## config.mk

```make
export PLATFORM = sky130hd
export DESIGN_NAME = drive_command_mixer_unit
export DESIGN_NICKNAME = d
export VERILOG_FILES = /design/src/rtl/core/dcm_pkg.sv /design/src/rtl/core/dcm_ctrl.sv /design/src/rtl/core/dcm_datapath.sv /design/src/rtl/core/drive_command_mixer_unit.sv
export SDC_FILE = /design/constraint.sdc
export NUM_CORES = 1
export LEC_CHECK = 0
export BUFFER_PORTS_ARGS = -buffer_cell sky130_fd_sc_hd__buf_2
export CELL_PAD_IN_SITES_DETAIL_PLACEMENT = 0
export CELL_PAD_IN_SITES_GLOBAL_PLACEMENT = 2
export CORE_AREA = 2 2 240 242
export DETAILED_ROUTE_END_ITERATION = 7
export DIE_AREA = 0 0 242 244
export HOLD_SLACK_MARGIN = 0.03
export PLACE_DENSITY_LB_ADDON = 0.05
export SETUP_SLACK_MARGIN = 0.2
export SYNTH_ARGS = -nofsm -noshare
export SYNTH_HDL_FRONTEND = slang
export SYNTH_SLANG_ARGS = --single-unit
```

## constraint.sdc

```tcl
create_clock -name clock -period 10.7 [get_ports clock]
set_input_delay 0.535 -clock clock [delete_from_list [all_inputs] [get_ports clock]]
set_output_delay 0.535 -clock clock [all_outputs]
set_load 0.005 [all_outputs]
```

## src/rtl/core/dcm_pkg.sv

```systemverilog
// Shared constants, codes and controller/datapath interface types of the drive command mixer.
`default_nettype none

package dcm_pkg;

   // Full-scale drive value and full-stick value
   localparam int PWM_FULL   = 255;
   localparam int STICK_FULL = 1000;

   // Largest magnitude an applied drive value may take
   localparam int OUT_MAX = 255;

   // Field widths
   localparam int ACTION_W = 3;
   localparam int SEQ_W    = 16;
   localparam int WHEEL_W  = 9;
   localparam int STICK_W  = 11;
   localparam int AUX_W    = 2;
   localparam int LEVEL_W  = 8;
   localparam int COUNT_W  = 32;

   // Mixed sum width and the widths of the scaling divider
   localparam int MIX_W   = STICK_W + 1;
   localparam int SF_W    = $clog2(STICK_FULL + 1);
   localparam int PEAK_W  = (MIX_W > SF_W) ? MIX_W : SF_W;
   localparam int PWM_W   = $clog2(PWM_FULL + 1);
   localparam int NUM_W   = PEAK_W + PWM_W;
   localparam int STEP_W  = (NUM_W > 1) ? $clog2(NUM_W) : 1;

   // Command codes
   localparam logic [ACTION_W-1:0] ACT_WHEELS    = 3'd0;
   localparam logic [ACTION_W-1:0] ACT_JOYSTICK  = 3'd1;
   localparam logic [ACTION_W-1:0] ACT_STOP      = 3'd2;
   localparam logic [ACTION_W-1:0] ACT_KEEPALIVE = 3'd3;

   // Controller to datapath commands
   typedef struct packed {
      logic capture;   // latch the accepted item
      logic mix;       // form the arcade mix, magnitudes and peak
      logic scale;     // multiply the magnitudes by full scale
      logic step;      // one restoring division step in both lanes
      logic commit;    // update applied state and result fields
   } dp_cmd_type;

   // Datapath to controller status
   typedef struct packed {
      logic joystick;  // incoming item is a joystick command
   } dp_status_type;

endpackage

`default_nettype wire

```

## src/rtl/core/dcm_ctrl.sv

```systemverilog
// Sequencer for the drive command mixer: handshakes, divider step count and commit.
`default_nettype none

module dcm_ctrl (
   input  wire                         clock,
   input  wire                         reset,
   input  wire                         req_valid,
   output logic                        req_stall,
   output logic                        rsp_valid,
   input  wire                         rsp_stall,
   input  wire dcm_pkg::dp_status_type status,
   output dcm_pkg::dp_cmd_type         cmd
);

   typedef enum logic [2:0] {
      ST_IDLE,
      ST_MIX,
      ST_SCALE,
      ST_DIVIDE,
      ST_COMMIT
   } state_type;

   state_type                     state_ff;
   logic [dcm_pkg::STEP_W-1:0]    step_ff;
   logic                          rsp_valid_ff;
   logic                          slot_free;
   logic                          accept;

   assign accept    = (state_ff == ST_IDLE) && req_valid;
   assign slot_free = !rsp_valid_ff || !rsp_stall;
   assign req_stall = (state_ff != ST_IDLE);
   assign rsp_valid = rsp_valid_ff;

   // Decode commands from the current state
   always_comb begin
      cmd         = '0;
      cmd.capture = accept;
      cmd.mix     = (state_ff == ST_MIX);
      cmd.scale   = (state_ff == ST_SCALE);
      cmd.step    = (state_ff == ST_DIVIDE);
      cmd.commit  = (state_ff == ST_COMMIT) && slot_free;
   end

   // Advance the sequence and hold the result valid until taken
   always_ff @(posedge clock) begin
      if (reset) begin
         state_ff     <= ST_IDLE;
         step_ff      <= '0;
         rsp_valid_ff <= 1'b0;
      end else begin
         if (cmd.commit) begin
            rsp_valid_ff <= 1'b1;
         end else if (!rsp_stall) begin
            rsp_valid_ff <= 1'b0;
         end
         unique case (state_ff)
            ST_IDLE: begin
               if (req_valid) begin
                  state_ff <= status.joystick ? ST_MIX : ST_COMMIT;
               end
            end
            ST_MIX: begin
               state_ff <= ST_SCALE;
            end
            ST_SCALE: begin
               step_ff  <= dcm_pkg::STEP_W'(dcm_pkg::NUM_W - 1);
               state_ff <= ST_DIVIDE;
            end
            ST_DIVIDE: begin
               step_ff <= step_ff - 1'b1;
               if (step_ff == '0) begin
                  state_ff <= ST_COMMIT;
               end
            end
            ST_COMMIT: begin
               if (slot_free) begin
                  state_ff <= ST_IDLE;
               end
            end
            default: begin
               state_ff <= ST_IDLE;
            end
         endcase
      end
   end

endmodule

`default_nettype wire

```

## src/rtl/core/dcm_datapath.sv

```systemverilog
// Datapath of the drive command mixer: item latch, arcade mix, two-lane divider, applied state.
`default_nettype none

module dcm_datapath (
   input  wire                                  clock,
   input  wire                                  reset,
   input  wire dcm_pkg::dp_cmd_type             cmd,
   output dcm_pkg::dp_status_type               status,
   input  wire        [dcm_pkg::ACTION_W-1:0]   req_action,
   input  wire        [dcm_pkg::SEQ_W-1:0]      req_seq_number,
   input  wire signed [dcm_pkg::WHEEL_W-1:0]    req_wheel_left,
   input  wire signed [dcm_pkg::WHEEL_W-1:0]    req_wheel_right,
   input  wire signed [dcm_pkg::STICK_W-1:0]    req_stick_x,
   input  wire signed [dcm_pkg::STICK_W-1:0]    req_stick_y,
   input  wire        [dcm_pkg::AUX_W-1:0]      req_aux_present,
   input  wire signed [dcm_pkg::WHEEL_W-1:0]    req_actuator_in,
   input  wire        [dcm_pkg::LEVEL_W-1:0]    req_brush_in,
   input  wire        [dcm_pkg::LEVEL_W-1:0]    req_light_in,
   output logic                                 rsp_understood,
   output logic       [dcm_pkg::SEQ_W-1:0]      rsp_seq_echo,
   output logic signed [dcm_pkg::WHEEL_W-1:0]   rsp_left_drive,
   output logic signed [dcm_pkg::WHEEL_W-1:0]   rsp_right_drive,
   output logic signed [dcm_pkg::WHEEL_W-1:0]   rsp_actuator_out,
   output logic       [dcm_pkg::LEVEL_W-1:0]    rsp_brush_out,
   output logic       [dcm_pkg::LEVEL_W-1:0]    rsp_light_out,
   output logic       [dcm_pkg::COUNT_W-1:0]    rsp_packet_count,
   output logic                                 rsp_link_up
);

   localparam int MIX_W  = dcm_pkg::MIX_W;
   localparam int PEAK_W = dcm_pkg::PEAK_W;
   localparam int NUM_W  = dcm_pkg::NUM_W;
   localparam int WW     = dcm_pkg::WHEEL_W;
   localparam int LW     = dcm_pkg::LEVEL_W;

   // Latched item
   logic [dcm_pkg::ACTION_W-1:0] action_ff;
   logic [dcm_pkg::SEQ_W-1:0]    seq_ff;
   logic [WW-1:0]                wheel_left_ff;
   logic [WW-1:0]                wheel_right_ff;
   logic [dcm_pkg::STICK_W-1:0]  stick_x_ff;
   logic [dcm_pkg::STICK_W-1:0]  stick_y_ff;
   logic [dcm_pkg::AUX_W-1:0]    aux_ff;
   logic [WW-1:0]                actuator_ff;
   logic [LW-1:0]                brush_ff;
   logic [LW-1:0]                light_ff;

   // Mix and divider lanes
   logic [MIX_W-1:0]  mix_l;
   logic [MIX_W-1:0]  mix_r;
   logic [PEAK_W-1:0] mag_l;
   logic [PEAK_W-1:0] mag_r;
   logic [PEAK_W-1:0] peak_max;
   logic              neg_l_ff;
   logic              neg_r_ff;
   logic [PEAK_W-1:0] mag_l_ff;
   logic [PEAK_W-1:0] mag_r_ff;
   logic [PEAK_W-1:0] peak_ff;
   logic [NUM_W-1:0]  num_l_ff;
   logic [NUM_W-1:0]  num_r_ff;
   logic [PEAK_W-1:0] rem_l_ff;
   logic [PEAK_W-1:0] rem_r_ff;
   logic [PEAK_W:0]   part_l;
   logic [PEAK_W:0]   part_r;
   logic              qbit_l;
   logic              qbit_r;
   logic [PEAK_W-1:0] rem_l_in;
   logic [PEAK_W-1:0] rem_r_in;
   logic [WW-1:0]     drive_l;
   logic [WW-1:0]     drive_r;

   // Applied state
   logic                         known;
   logic                         understood_ff;
   logic [dcm_pkg::SEQ_W-1:0]    last_seq_ff;
   logic [WW-1:0]                left_ff;
   logic [WW-1:0]                right_ff;
   logic [WW-1:0]                act_out_ff;
   logic [LW-1:0]                brush_out_ff;
   logic [LW-1:0]                light_out_ff;
   logic [dcm_pkg::COUNT_W-1:0]  count_ff;
   logic                         link_ff;

   // Saturate a quotient and apply the sign of its lane
   function automatic logic [WW-1:0] signed_drive(input logic [NUM_W-1:0] q,
                                                  input logic neg);
      logic [WW-1:0] mag;
      if (q > NUM_W'(dcm_pkg::OUT_MAX)) begin
         mag = WW'(dcm_pkg::OUT_MAX);
      end else begin
         mag = WW'(q);
      end
      return neg ? (~mag + 1'b1) : mag;
   endfunction

   assign status.joystick = (req_action == dcm_pkg::ACT_JOYSTICK);

   // Arcade mix: l = y + x, r = y - x, and peak = max(full stick, |l|, |r|)
   always_comb begin
      mix_l = {stick_y_ff[dcm_pkg::STICK_W-1], stick_y_ff}
            + {stick_x_ff[dcm_pkg::STICK_W-1], stick_x_ff};
      mix_r = {stick_y_ff[dcm_pkg::STICK_W-1], stick_y_ff}
            - {stick_x_ff[dcm_pkg::STICK_W-1], stick_x_ff};
      mag_l = PEAK_W'(mix_l[MIX_W-1] ? (~mix_l + 1'b1) : mix_l);
      mag_r = PEAK_W'(mix_r[MIX_W-1] ? (~mix_r + 1'b1) : mix_r);
      peak_max = PEAK_W'(dcm_pkg::STICK_FULL);
      if (mag_l > peak_max) begin
         peak_max = mag_l;
      end
      if (mag_r > peak_max) begin
         peak_max = mag_r;
      end
   end

   // One restoring step in each lane against the shared peak
   always_comb begin
      part_l = {rem_l_ff, num_l_ff[NUM_W-1]};
      part_r = {rem_r_ff, num_r_ff[NUM_W-1]};
      qbit_l = (part_l >= {1'b0, peak_ff});
      qbit_r = (part_r >= {1'b0, peak_ff});
      rem_l_in = qbit_l ? PEAK_W'(part_l - {1'b0, peak_ff}) : PEAK_W'(part_l);
      rem_r_in = qbit_r ? PEAK_W'(part_r - {1'b0, peak_ff}) : PEAK_W'(part_r);
      drive_l = signed_drive(num_l_ff, neg_l_ff);
      drive_r = signed_drive(num_r_ff, neg_r_ff);
   end

   // Latch the item and run the mix, scale and divide steps
   always_ff @(posedge clock) begin
      if (cmd.capture) begin
         action_ff      <= req_action;
         seq_ff         <= req_seq_number;
         wheel_left_ff  <= req_wheel_left;
         wheel_right_ff <= req_wheel_right;
         stick_x_ff     <= req_stick_x;
         stick_y_ff     <= req_stick_y;
         aux_ff         <= req_aux_present;
         actuator_ff    <= req_actuator_in;
         brush_ff       <= req_brush_in;
         light_ff       <= req_light_in;
      end
      if (cmd.mix) begin
         neg_l_ff <= mix_l[MIX_W-1];
         neg_r_ff <= mix_r[MIX_W-1];
         mag_l_ff <= mag_l;
         mag_r_ff <= mag_r;
         peak_ff  <= peak_max;
      end
      if (cmd.scale) begin
         num_l_ff <= NUM_W'(mag_l_ff) * NUM_W'(dcm_pkg::PWM_FULL);
         num_r_ff <= NUM_W'(mag_r_ff) * NUM_W'(dcm_pkg::PWM_FULL);
         rem_l_ff <= '0;
         rem_r_ff <= '0;
      end else if (cmd.step) begin
         num_l_ff <= {num_l_ff[NUM_W-2:0], qbit_l};
         num_r_ff <= {num_r_ff[NUM_W-2:0], qbit_r};
         rem_l_ff <= rem_l_in;
         rem_r_ff <= rem_r_in;
      end
   end

   // Only wheels, joystick, stop and keepalive are understood
   assign known = action_ff inside {dcm_pkg::ACT_WHEELS, dcm_pkg::ACT_JOYSTICK,
                                    dcm_pkg::ACT_STOP, dcm_pkg::ACT_KEEPALIVE};

   // Apply the command to the drive state and bookkeeping
   always_ff @(posedge clock) begin
      if (reset) begin
         understood_ff <= 1'b0;
         last_seq_ff   <= '0;
         left_ff       <= '0;
         right_ff      <= '0;
         act_out_ff    <= '0;
         brush_out_ff  <= '0;
         light_out_ff  <= '0;
         count_ff      <= '0;
         link_ff       <= 1'b0;
      end else if (cmd.commit) begin
         understood_ff <= known;
         if (known) begin
            last_seq_ff <= seq_ff;
            count_ff    <= count_ff + 1'b1;
            link_ff     <= 1'b1;
         end
         unique case (action_ff)
            dcm_pkg::ACT_WHEELS: begin
               left_ff      <= wheel_left_ff;
               right_ff     <= wheel_right_ff;
               act_out_ff   <= (aux_ff >= 2'd1) ? actuator_ff : '0;
               brush_out_ff <= (aux_ff >= 2'd2) ? brush_ff : '0;
               light_out_ff <= (aux_ff >= 2'd3) ? light_ff : '0;
            end
            dcm_pkg::ACT_JOYSTICK: begin
               left_ff      <= drive_l;
               right_ff     <= drive_r;
               act_out_ff   <= '0;
               brush_out_ff <= '0;
               light_out_ff <= '0;
            end
            dcm_pkg::ACT_STOP: begin
               left_ff      <= '0;
               right_ff     <= '0;
               act_out_ff   <= '0;
               brush_out_ff <= '0;
               light_out_ff <= '0;
            end
            dcm_pkg::ACT_KEEPALIVE: begin
            end
            default: begin
               // not understood: keep all state, report it unchanged
            end
         endcase
      end
   end

   assign rsp_understood   = understood_ff;
   assign rsp_seq_echo     = last_seq_ff;
   assign rsp_left_drive   = left_ff;
   assign rsp_right_drive  = right_ff;
   assign rsp_actuator_out = act_out_ff;
   assign rsp_brush_out    = brush_out_ff;
   assign rsp_light_out    = light_out_ff;
   assign rsp_packet_count = count_ff;
   assign rsp_link_up      = link_ff;

endmodule

`default_nettype wire

```

## src/rtl/core/drive_command_mixer_unit.sv

```systemverilog
// Top level of the drive command mixer: sequencer plus datapath.
`default_nettype none

// Takes one parsed drive command per item and returns one result item with the
// applied drive state. Wheels, stop, keepalive and unrecognized commands go
// from acceptance through the latch, then the commit, to the result. A joystick
// command goes through the latch, the forming of the arcade mix and peak, the
// multiply by full scale, 20 restoring division steps (both wheels divided
// side by side against the shared peak), then the commit. A new item is taken
// only while the sequencer is idle; the result register lets the next command
// start while an earlier result still waits to be taken, and a commit waits
// for that register to free up. The result fields always show the applied
// state, so they hold steady while the result is stalled.

module drive_command_mixer_unit (
   input  wire                                   clock,
   input  wire                                   reset,
   input  wire                                   req_valid,
   output logic                                  req_stall,
   input  wire        [dcm_pkg::ACTION_W-1:0]    req_action,
   input  wire        [dcm_pkg::SEQ_W-1:0]       req_seq_number,
   input  wire signed [dcm_pkg::WHEEL_W-1:0]     req_wheel_left,
   input  wire signed [dcm_pkg::WHEEL_W-1:0]     req_wheel_right,
   input  wire signed [dcm_pkg::STICK_W-1:0]     req_stick_x,
   input  wire signed [dcm_pkg::STICK_W-1:0]     req_stick_y,
   input  wire        [dcm_pkg::AUX_W-1:0]       req_aux_present,
   input  wire signed [dcm_pkg::WHEEL_W-1:0]     req_actuator_in,
   input  wire        [dcm_pkg::LEVEL_W-1:0]     req_brush_in,
   input  wire        [dcm_pkg::LEVEL_W-1:0]     req_light_in,
   output logic                                  rsp_valid,
   input  wire                                   rsp_stall,
   output logic                                  rsp_understood,
   output logic       [dcm_pkg::SEQ_W-1:0]       rsp_seq_echo,
   output logic signed [dcm_pkg::WHEEL_W-1:0]    rsp_left_drive,
   output logic signed [dcm_pkg::WHEEL_W-1:0]    rsp_right_drive,
   output logic signed [dcm_pkg::WHEEL_W-1:0]    rsp_actuator_out,
   output logic       [dcm_pkg::LEVEL_W-1:0]     rsp_brush_out,
   output logic       [dcm_pkg::LEVEL_W-1:0]     rsp_light_out,
   output logic       [dcm_pkg::COUNT_W-1:0]     rsp_packet_count,
   output logic                                  rsp_link_up
);

   dcm_pkg::dp_cmd_type    cmd;
   dcm_pkg::dp_status_type status;

   dcm_ctrl u_ctrl (
      .clock     (clock),
      .reset     (reset),
      .req_valid (req_valid),
      .req_stall (req_stall),
      .rsp_valid (rsp_valid),
      .rsp_stall (rsp_stall),
      .status    (status),
      .cmd       (cmd)
   );

   dcm_datapath u_datapath (
      .clock            (clock),
      .reset            (reset),
      .cmd              (cmd),
      .status           (status),
      .req_action       (req_action),
      .req_seq_number   (req_seq_number),
      .req_wheel_left   (req_wheel_left),
      .req_wheel_right  (req_wheel_right),
      .req_stick_x      (req_stick_x),
      .req_stick_y      (req_stick_y),
      .req_aux_present  (req_aux_present),
      .req_actuator_in  (req_actuator_in),
      .req_brush_in     (req_brush_in),
      .req_light_in     (req_light_in),
      .rsp_understood   (rsp_understood),
      .rsp_seq_echo     (rsp_seq_echo),
      .rsp_left_drive   (rsp_left_drive),
      .rsp_right_drive  (rsp_right_drive),
      .rsp_actuator_out (rsp_actuator_out),
      .rsp_brush_out    (rsp_brush_out),
      .rsp_light_out    (rsp_light_out),
      .rsp_packet_count (rsp_packet_count),
      .rsp_link_up      (rsp_link_up)
   );

endmodule

`default_nettype wire
```

# Yosys cells after proc, flatten, opt, wreduce, memory -nomap -nowiden
# Index checks and enable logic that the tools add are counted.
[word_totals]
ff_bits = 290
latch_bits = 0
ram_bits = 0
rom_bits = 0
input_bits = 90
output_inout_bits = 95
word_cells = 116
n_memories = 0
[classes]
addsub = 10
n_mul = 2
div_mod_pow = 0
n_lt_le_gt_ge = 9
n_eq_ne = 12
shift = 0
muxes = 30
n_bitwise = 4
reduce_logical = 18
[ops]
columns = ["operator", "n"]
rows = [
  ["2-to-1 mux 20 bit", 4],
  ["2-to-1 mux 12 bit", 6],
  ["one-hot mux 9 bit (3 select lines)", 2],
  ["2-to-1 mux 9 bit", 5],
  ["> comparator 20 x 8 -> 1 bit, second input constant", 2],
  ["multiplier 12 x 8 -> 20 bit, second input constant", 2],
  ["adder 32 x 1 -> 32 bit, second input constant", 1],
  ["one-hot mux 8 bit (2 select lines)", 2],
  ["greater-or-equal comparator 13 x 12 -> 1 bit", 2],
  ["adder 12 x 1 -> 12 bit, second input constant", 2],
  ["NOT 12 bit", 2],
  ["subtractor 12 bit", 2],
  ["adder 9 x 1 -> 9 bit, second input constant", 2],
  ["NOT 9 bit", 2],
  ["one-hot mux 9 bit (2 select lines)", 1],
  ["2-to-1 mux 8 bit", 2],
  ["one-hot mux 3 bit (5 select lines)", 1],
  ["adder 11 x 11 -> 12 bit", 1],
  ["== test 3 x 2 -> 1 bit, second input constant", 4],
  ["> comparator 12 x 10 -> 1 bit, second input constant", 1],
  ["> comparator 12 bit", 1],
  ["2-to-1 mux 3 bit", 4],
  ["subtractor 11 x 11 -> 12 bit", 1],
  ["one-hot mux 5 bit (2 select lines)", 1],
  ["19 further kinds", 32],
]

# Depth between registers and ports, before layout
[logic_depth]
ltp_word = 8
mapped_depth = 24
mapped_depth_nobuf = 21

# Cells and area by module
# From an unflattened synthesis, not the netlist that was laid out.
[unflattened]
hier_cells = 1865
hier_area_um2 = 19028.2
[by_module_without_submodules]
columns = ["mod", "instances", "cells_each", "area_each_um2"]
rows = [
  ["dcm_datapath", 1, 1803, 18524.0],
  ["dcm_ctrl", 1, 62, 504.2],
]

# Worst setup path before layout
# OpenSTA, ideal clock, no wires.
[synth_timing]
path_type = "flip-flop to flip-flop"
start = "register u_datapath.stick_y_ff[0] (netlist name)"
end = "register u_datapath.peak_ff[10], data pin"
setup_ps = 260
arrival_ps = 4875
t_required_ps = 10440
setup_slack_ps = 5565
stages_incl_launch_ff = 22
path_buffers = 2
synth_period_minus_slack_ps = 5135
path_cell_list = "edfxtp_1 -> ha_1 -> fa_1 -> nor2b_1 -> o21ai_1 -> mux2i_1 -> nand2_1 -> or3_4 -> xor2_1 -> o31a_1 -> o211a_1 -> buf_6 -> or2_1 -> ha_1 -> nor2b_1 -> o21ai_0 -> nand2b_1 -> a21oi_1 -> o31ai_1 -> o31a_1 -> clkbuf_1 -> mux2_2"
[synth_between]
elab_chain_cells = 8
word_cells_on_any_way = 12
[synth_rtl]
columns = ["element", "line_no", "text"]
rows = [
  ["start: declaration", "dcm_datapath.sv:42", "logic [dcm_pkg::STICK_W-1:0] stick_y_ff;"],
  ["start signal: assignment", "dcm_datapath.sv:135", "stick_y_ff <= req_stick_y;"],
  ["adder 11 x 11 -> 12 bit", "dcm_datapath.sv:101", "+ {stick_x_ff[dcm_pkg::STICK_W-1], stick_x_ff};"],
  ["NOT 12 bit", "dcm_datapath.sv:104", "mag_l = PEAK_W'(mix_l[MIX_W-1] ? (~mix_l + 1'b1) : mix_l);"],
  ["adder 12 x 1 -> 12 bit", "dcm_datapath.sv:104", ""],
  ["2-to-1 mux 12 bit", "dcm_datapath.sv:104", ""],
  ["> comparator 12 x 10 -> 1 bit", "dcm_datapath.sv:107", "if (mag_l > peak_max) begin"],
  ["2-to-1 mux 12 bit", "dcm_datapath.sv:107", ""],
  ["> comparator 12 bit", "dcm_datapath.sv:110", "if (mag_r > peak_max) begin"],
  ["2-to-1 mux 12 bit (*)", "dcm_datapath.sv:110", ""],
  ["net u_datapath.peak_max[10]", "dcm_datapath.sv:53", "logic [PEAK_W-1:0] peak_max;"],
  ["end signal: assignment", "dcm_datapath.sv:146", "peak_ff <= peak_max;"],
  ["end: declaration", "dcm_datapath.sv:58", "logic [PEAK_W-1:0] peak_ff;"],
]
# The timed path passes the listed nets; every way through them passes the cells marked *.
# A chain may end at the register's enable or synchronous reset.

# Worst setup path in the final report
[layout_timing]
start = "register u_datapath.stick_y_ff[1] (netlist name)"
end = "register u_datapath.peak_ff[10], data pin"
# The elaborated chain is that of the path after synthesis.

==> flow_summary.html <==
<table>
<tr><th>Metric</th><th>Value</th></tr>
<tr><th colspan="2">Outcome</th></tr>
<tr><td>Outcome</td><td>completed</td></tr>
<tr><th colspan="2">Clocking</th></tr>
<tr><td>Clk root buf</td><td>clkbuf_16</td></tr>
<tr><td>Cts repair resizes</td><td>0</td></tr>
<tr><td>Clock-pin slew on the worst setup and hold paths</td><td>60 ps</td></tr>
<tr><td>Number of levels the H-tree was split into</td><td>2</td></tr>
<tr><td>Clock Path Buffers</td><td>3</td></tr>
<tr><td>Worst-Skew Late Latency</td><td>approximately 560 ps</td></tr>
<tr><td>Setup repair bufs after CTS</td><td>0</td></tr>
<tr><td>Inserted Clock Buffers</td><td>38</td></tr>
<tr><td>Clock net sink count</td><td>between 200 and 300</td></tr>
<tr><td>TritonCTS clock tree</td><td>done</td></tr>
<tr><td>Number of buffers inserted by hold repair at cts</td><td>0</td></tr>
<tr><th colspan="2">Global route</th></tr>
<tr><td>First-pass GRT wire length</td><td>76300 um</td></tr>
<tr><td>Number of global-route vias before repair</td><td>between 10000 and 15000</td></tr>
<tr><td>Met1 Use GR</td><td>20.7%</td></tr>
<tr><td>GR Layer Usage met3</td><td>under 10%</td></tr>
<tr><td>Global-route total usage across every layer</td><td>about 16%</td></tr>
<tr><td>Most Crowded Layer GR</td><td>met2</td></tr>
<tr><td>Number of antenna violations at the first check in global routing</td><td>0</td></tr>
<tr><td>Met2 usage in global routing</td><td>28.2%</td></tr>
<tr><td>Largest net degree at the start of global routing</td><td>73</td></tr>
<tr><td>Gr ovfl total</td><td>0</td></tr>
<tr><th colspan="2">Pwr</th></tr>
<tr><td>Total power density per cell area</td><td>184 nW/um2</td></tr>
<tr><td>Highest ir drop seen on vdd</td><td>0.121 mV</td></tr>
<tr><td>Post-route total power</td><td>between 3000 and 4000 uW</td></tr>
<tr><td>Static Leak</td><td>approximately 0.0091 uW</td></tr>
<tr><th colspan="2">Worst setup path</th></tr>
<tr><td>Crit path max-delay cell type</td><td>o21ai_1</td></tr>
<tr><td>Type of destination of the critical path</td><td>flip-flop</td></tr>
<tr><td>Type of the worst setup path</td><td>reg -&gt; reg</td></tr>
<tr><td>Data required time of the critical path</td><td>11000 ps</td></tr>
<tr><td>Max incr delay on CP</td><td>about 660 ps</td></tr>
<tr><td>Critical path data arrival time</td><td>around 6400 ps</td></tr>
<tr><td>Buffers plus inverters on the worst setup path</td><td>1</td></tr>
<tr><td>Gate family responsible for the most delay along the worst path</td><td>compound AO/OA/AOI/OAI gates</td></tr>
<tr><td>Worst setup path startpoint</td><td>u_datapath.stick_y_ff[1]</td></tr>
<tr><td>Type of element launching the critical path</td><td>flip-flop</td></tr>
<tr><td>Crit-path cells</td><td>ha_1 -&gt; nand2b_1 -&gt; a211oi_1 -&gt; nor4_1 -&gt; o21ai_1 -&gt; inv_1 -&gt; and3_1 -&gt; a2bb2o_1 -&gt; nand3_1 -&gt; o211a_1 -&gt; or2_1 -&gt; ha_1 -&gt; nor2b_1 -&gt; o21ai_0 -&gt; nand2b_1 -&gt; a21oi_1 -&gt; o31ai_1 -&gt; o31a_1 -&gt; mux2_2</td></tr>
<tr><td>Launching point of the worst reg2reg path</td><td>u_datapath.stick_y_ff[1]</td></tr>
<tr><td>Peak fanout along the critical path</td><td>15</td></tr>
<tr><th colspan="2">Final layout</th></tr>
<tr><td>Share of the core filled with cells</td><td>between 30% and 40%</td></tr>
<tr><td>Layout overhead on the synthesized area</td><td>16.4%</td></tr>
<tr><td>Layout cell share with drive strength beyond 1</td><td>roughly 15%</td></tr>
<tr><td>Final net count</td><td>around 2300</td></tr>
<tr><th colspan="2">Synth</th></tr>
<tr><td>Most frequent cells after synthesis</td><td>187 x inv_1, 163 x edfxtp_1, 153 x nand2_1</td></tr>
<tr><td>Post-synthesis async set-or-reset flop share</td><td>0%</td></tr>
<tr><td>Net Count, Synth</td><td>2147</td></tr>
<tr><td>Yosys warning count</td><td>0</td></tr>
<tr><td>Seq/Total Area, Yosys</td><td>between 40% and 50%</td></tr>
<tr><td>Gate count after technology mapping</td><td>1808</td></tr>
<tr><td>Number of enable flip-flop cells after synthesis</td><td>between 150 and 200</td></tr>
<tr><td>Cell type with the highest aggregate area in the netlist</td><td>edfxtp_1</td></tr>
<tr><td>Number of synthesized register bits</td><td>289</td></tr>
<tr><td>Count leader, synth</td><td>inv_1</td></tr>
<tr><td>Post-synthesis area per instance</td><td>10.2 um2</td></tr>
<tr><td>Number of distinct library cell variants in the gate-level netlist after synthesis</td><td>a little under 80</td></tr>
<tr><td>Cell types occupying the most area after synthesis</td><td>edfxtp_1 26%, dfxtp_1 14%, fa_1 11%, ha_1 9.8%, inv_1 3.8%</td></tr>
<tr><td>Main synth FF type</td><td>edfxtp_1</td></tr>
<tr><td>Area share of the largest cell type after synthesis</td><td>roughly a quarter</td></tr>
<tr><td>Post-synthesis instance area</td><td>approximately 18000 um2</td></tr>
<tr><th colspan="2">STA</th></tr>
<tr><td>Count of final hold-check violations</td><td>0</td></tr>
<tr><td>Final slew viol count</td><td>0</td></tr>
<tr><td>Final clock skew</td><td>approximately 18 ps</td></tr>
<tr><td>Ratio of final minimum period to clock period</td><td>a little under three fifths</td></tr>
<tr><td>Setup total negative slack</td><td>0 ps</td></tr>
<tr><td>Maximum achievable frequency</td><td>approximately 160 MHz</td></tr>
<tr><td>Unrepaired setup endpoints after global routing</td><td>false</td></tr>
<tr><td>Slew margin rel.</td><td>27.1%</td></tr>
<tr><td>Finish-stage setup viols</td><td>0</td></tr>
<tr><td>Post-layout min period</td><td>~6100 ps</td></tr>
<tr><td>Hold Worst Slack</td><td>between 100 and 150 ps</td></tr>
<tr><td>Final worst-path setup slack</td><td>between 4000 and 5000 ps</td></tr>
<tr><td>Actual slew at the worst max-slew pin</td><td>around 1100 ps</td></tr>
<tr><th colspan="2">Routing</th></tr>
<tr><td>Pre-antenna DRT Iters</td><td>5</td></tr>
<tr><td>Vias/cell</td><td>a little under 5</td></tr>
<tr><td>Detail Route Antenna Nets</td><td>0</td></tr>
<tr><td>DR iter-0 viols</td><td>around 460</td></tr>
<tr><td>Detailed-route wire length per cell</td><td>about 17 um</td></tr>
<tr><td>Detailed-route via count</td><td>13300</td></tr>
<tr><td>Total wire length after detailed routing</td><td>~47000 um</td></tr>
<tr><td>DRC violations left</td><td>0</td></tr>
<tr><th colspan="2">Floorplanning</th></tr>
<tr><td>Die W</td><td>roughly 240 um</td></tr>
<tr><td>Die height</td><td>around 240 um</td></tr>
<tr><td>Overall die area</td><td>around 59000 um2</td></tr>
<tr><td>Site Rows</td><td>just under 90</td></tr>
<tr><td>Initial Util</td><td>32.9%</td></tr>
<tr><td>Core outline area</td><td>around 56000 um2</td></tr>
<tr><td>Number of top-level design ports</td><td>around 190</td></tr>
<tr><th colspan="2">Worst hold path</th></tr>
<tr><td>Startpoint of the tightest hold check path</td><td>req_stick_y[1]</td></tr>
<tr><td>Worst min-delay path class</td><td>in -&gt; reg</td></tr>
<tr><th colspan="2">Place</th></tr>
<tr><td>Minimum setup slack after placement</td><td>4590 ps</td></tr>
<tr><td>Count of buffers inserted at the top-level ports</td><td>184</td></tr>
<tr><td>HPWL after detailed placement</td><td>approximately 36000 um</td></tr>
<tr><td>Routability-driven placement congestion ratio</td><td>0.768</td></tr>
<tr><th colspan="2">Job</th></tr>
<tr><td>Maximum capacitance violations</td><td>0</td></tr>
</table>
cells by family (layout without fill, tap and decap cells):
| family | count (synthesis) | in the layout | share of synthesized area (%) |
|---|---|---|---|
| buffers and inverters | 252 | 454 | 5.29 |
| adder cells (fa/ha/maj) | 249 | 249 | 21.1 |
| AO/OA/AOI/OAI | 347 | 347 | 13.0 |
| AND/OR/NAND/NOR | 533 | 533 | 13.6 |
| multiplexers | 15 | 15 | 0.887 |
| flip-flops | 289 | 289 | 40.1 |
| XOR/XNOR | 123 | 123 | 5.95 |
| other | 0 | 1 | 0 |
area by class of cell:
cell class	count	area (um2)
Antenna cell	1	2.50
Inverter	188	706
Clock buffer	51	1060
Timing Repair Buffer	197	1020
Multi-Input combinational cell	1267	10100
Tap cell	756	946
Clock inverter	18	238
Sequential cell	289	7420
Fill cell	5667	34700
path summary, 6_finish.rpt:
path	slack, ps	cells after the start	to
worst min register to register	450	2	u_datapath.rsp_seq_echo[10]
worst max register to register	4560	19	u_datapath.peak_ff[10]
worst min-delay path	140	1	u_datapath.stick_y_ff[1]
worst max-delay path	4560	19	u_datapath.peak_ff[10]
layer usage:
metal,up-vias,part of all wire [%]
li1,6660,-
met1,6431,46
met2,182,49
met3,54,3.4
met4,0,1.8
met5,-,0
flip-flops by register name, indices dropped and copies added (netlist names), 11 cells and up:
signal,flops
u_datapath.rsp_packet_count,32
u_datapath.num_l_ff,20
u_datapath.num_r_ff,20
u_datapath.rsp_seq_echo,16
u_datapath.seq_ff,16
u_datapath.mag_r_ff,12
u_datapath.peak_ff,12
u_datapath.rem_l_ff,12
u_datapath.rem_r_ff,12
u_datapath.mag_l_ff,11
u_datapath.stick_x_ff,11
u_datapath.stick_y_ff,11
through the flow:
| step | cell area [um2] | std cells |
|---|---|---|
| 2_1_floorplan | 18500 | 1808 |
| 3_3_place_gp | 20200 | 2697 |
| 3_5_place_dp | 20200 | 2697 |
| 4_1_cts | 21500 | 2766 |
| 5_1_grt | 21500 | 2766 |
| 6_report | 21500 | 2767 |
cells in the final DEF (no fill, tap or decap), types with 16 or more instances in the layout:
cell type / synthesis / final
o311ai_0: 18 / 18
dfxtp_1: 126 / 126
inv_1: 187 / 186
fa_1: 104 / 104
a21oi_1: 69 / 67
nor2_1: 151 / 151
nand2b_1: 30 / 30
buf_2: 4 / 183
nand3_1: 46 / 46
edfxtp_1: 163 / 163
nand2_1: 153 / 152
a22oi_1: 27 / 27
o21ai_0: 77 / 77
clkbuf_16: 0 / 39
nor2b_1: 16 / 16
a221oi_1: 17 / 17
nor3_1: 41 / 39
ha_1: 145 / 145
xnor2_1: 62 / 62
xor2_1: 58 / 58
o31ai_1: 17 / 17
a21o_1: 24 / 24
nand4_1: 17 / 17
report_power, final:
| part | switching (uW) | total [uW] | internal (uW) | leakage (uW) |
|---|---|---|---|---|
| clock network | 504 | 1320 | 818 | 0.000629 |
| registers | 29.7 | 1290 | 1260 | 0.00253 |
| logic | 787 | 1350 | 558 | 0.00596 |
worst register-to-register path: stages (launching register included):
cell,delay (ps)
edfxtp_1,480
ha_1,340
nand2b_1,230
a211oi_1,450
nor4_1,110
o21ai_1,660
inv_1,380
and3_1,260
a2bb2o_1,270
nand3_1,80
o211a_1,430
or2_1,310
ha_1,290
nor2b_1,120
o21ai_0,80
nand2b_1,80
a21oi_1,70
o31ai_1,270
o31a_1,560
mux2_2,410
(Power assumes the default switching activity.)
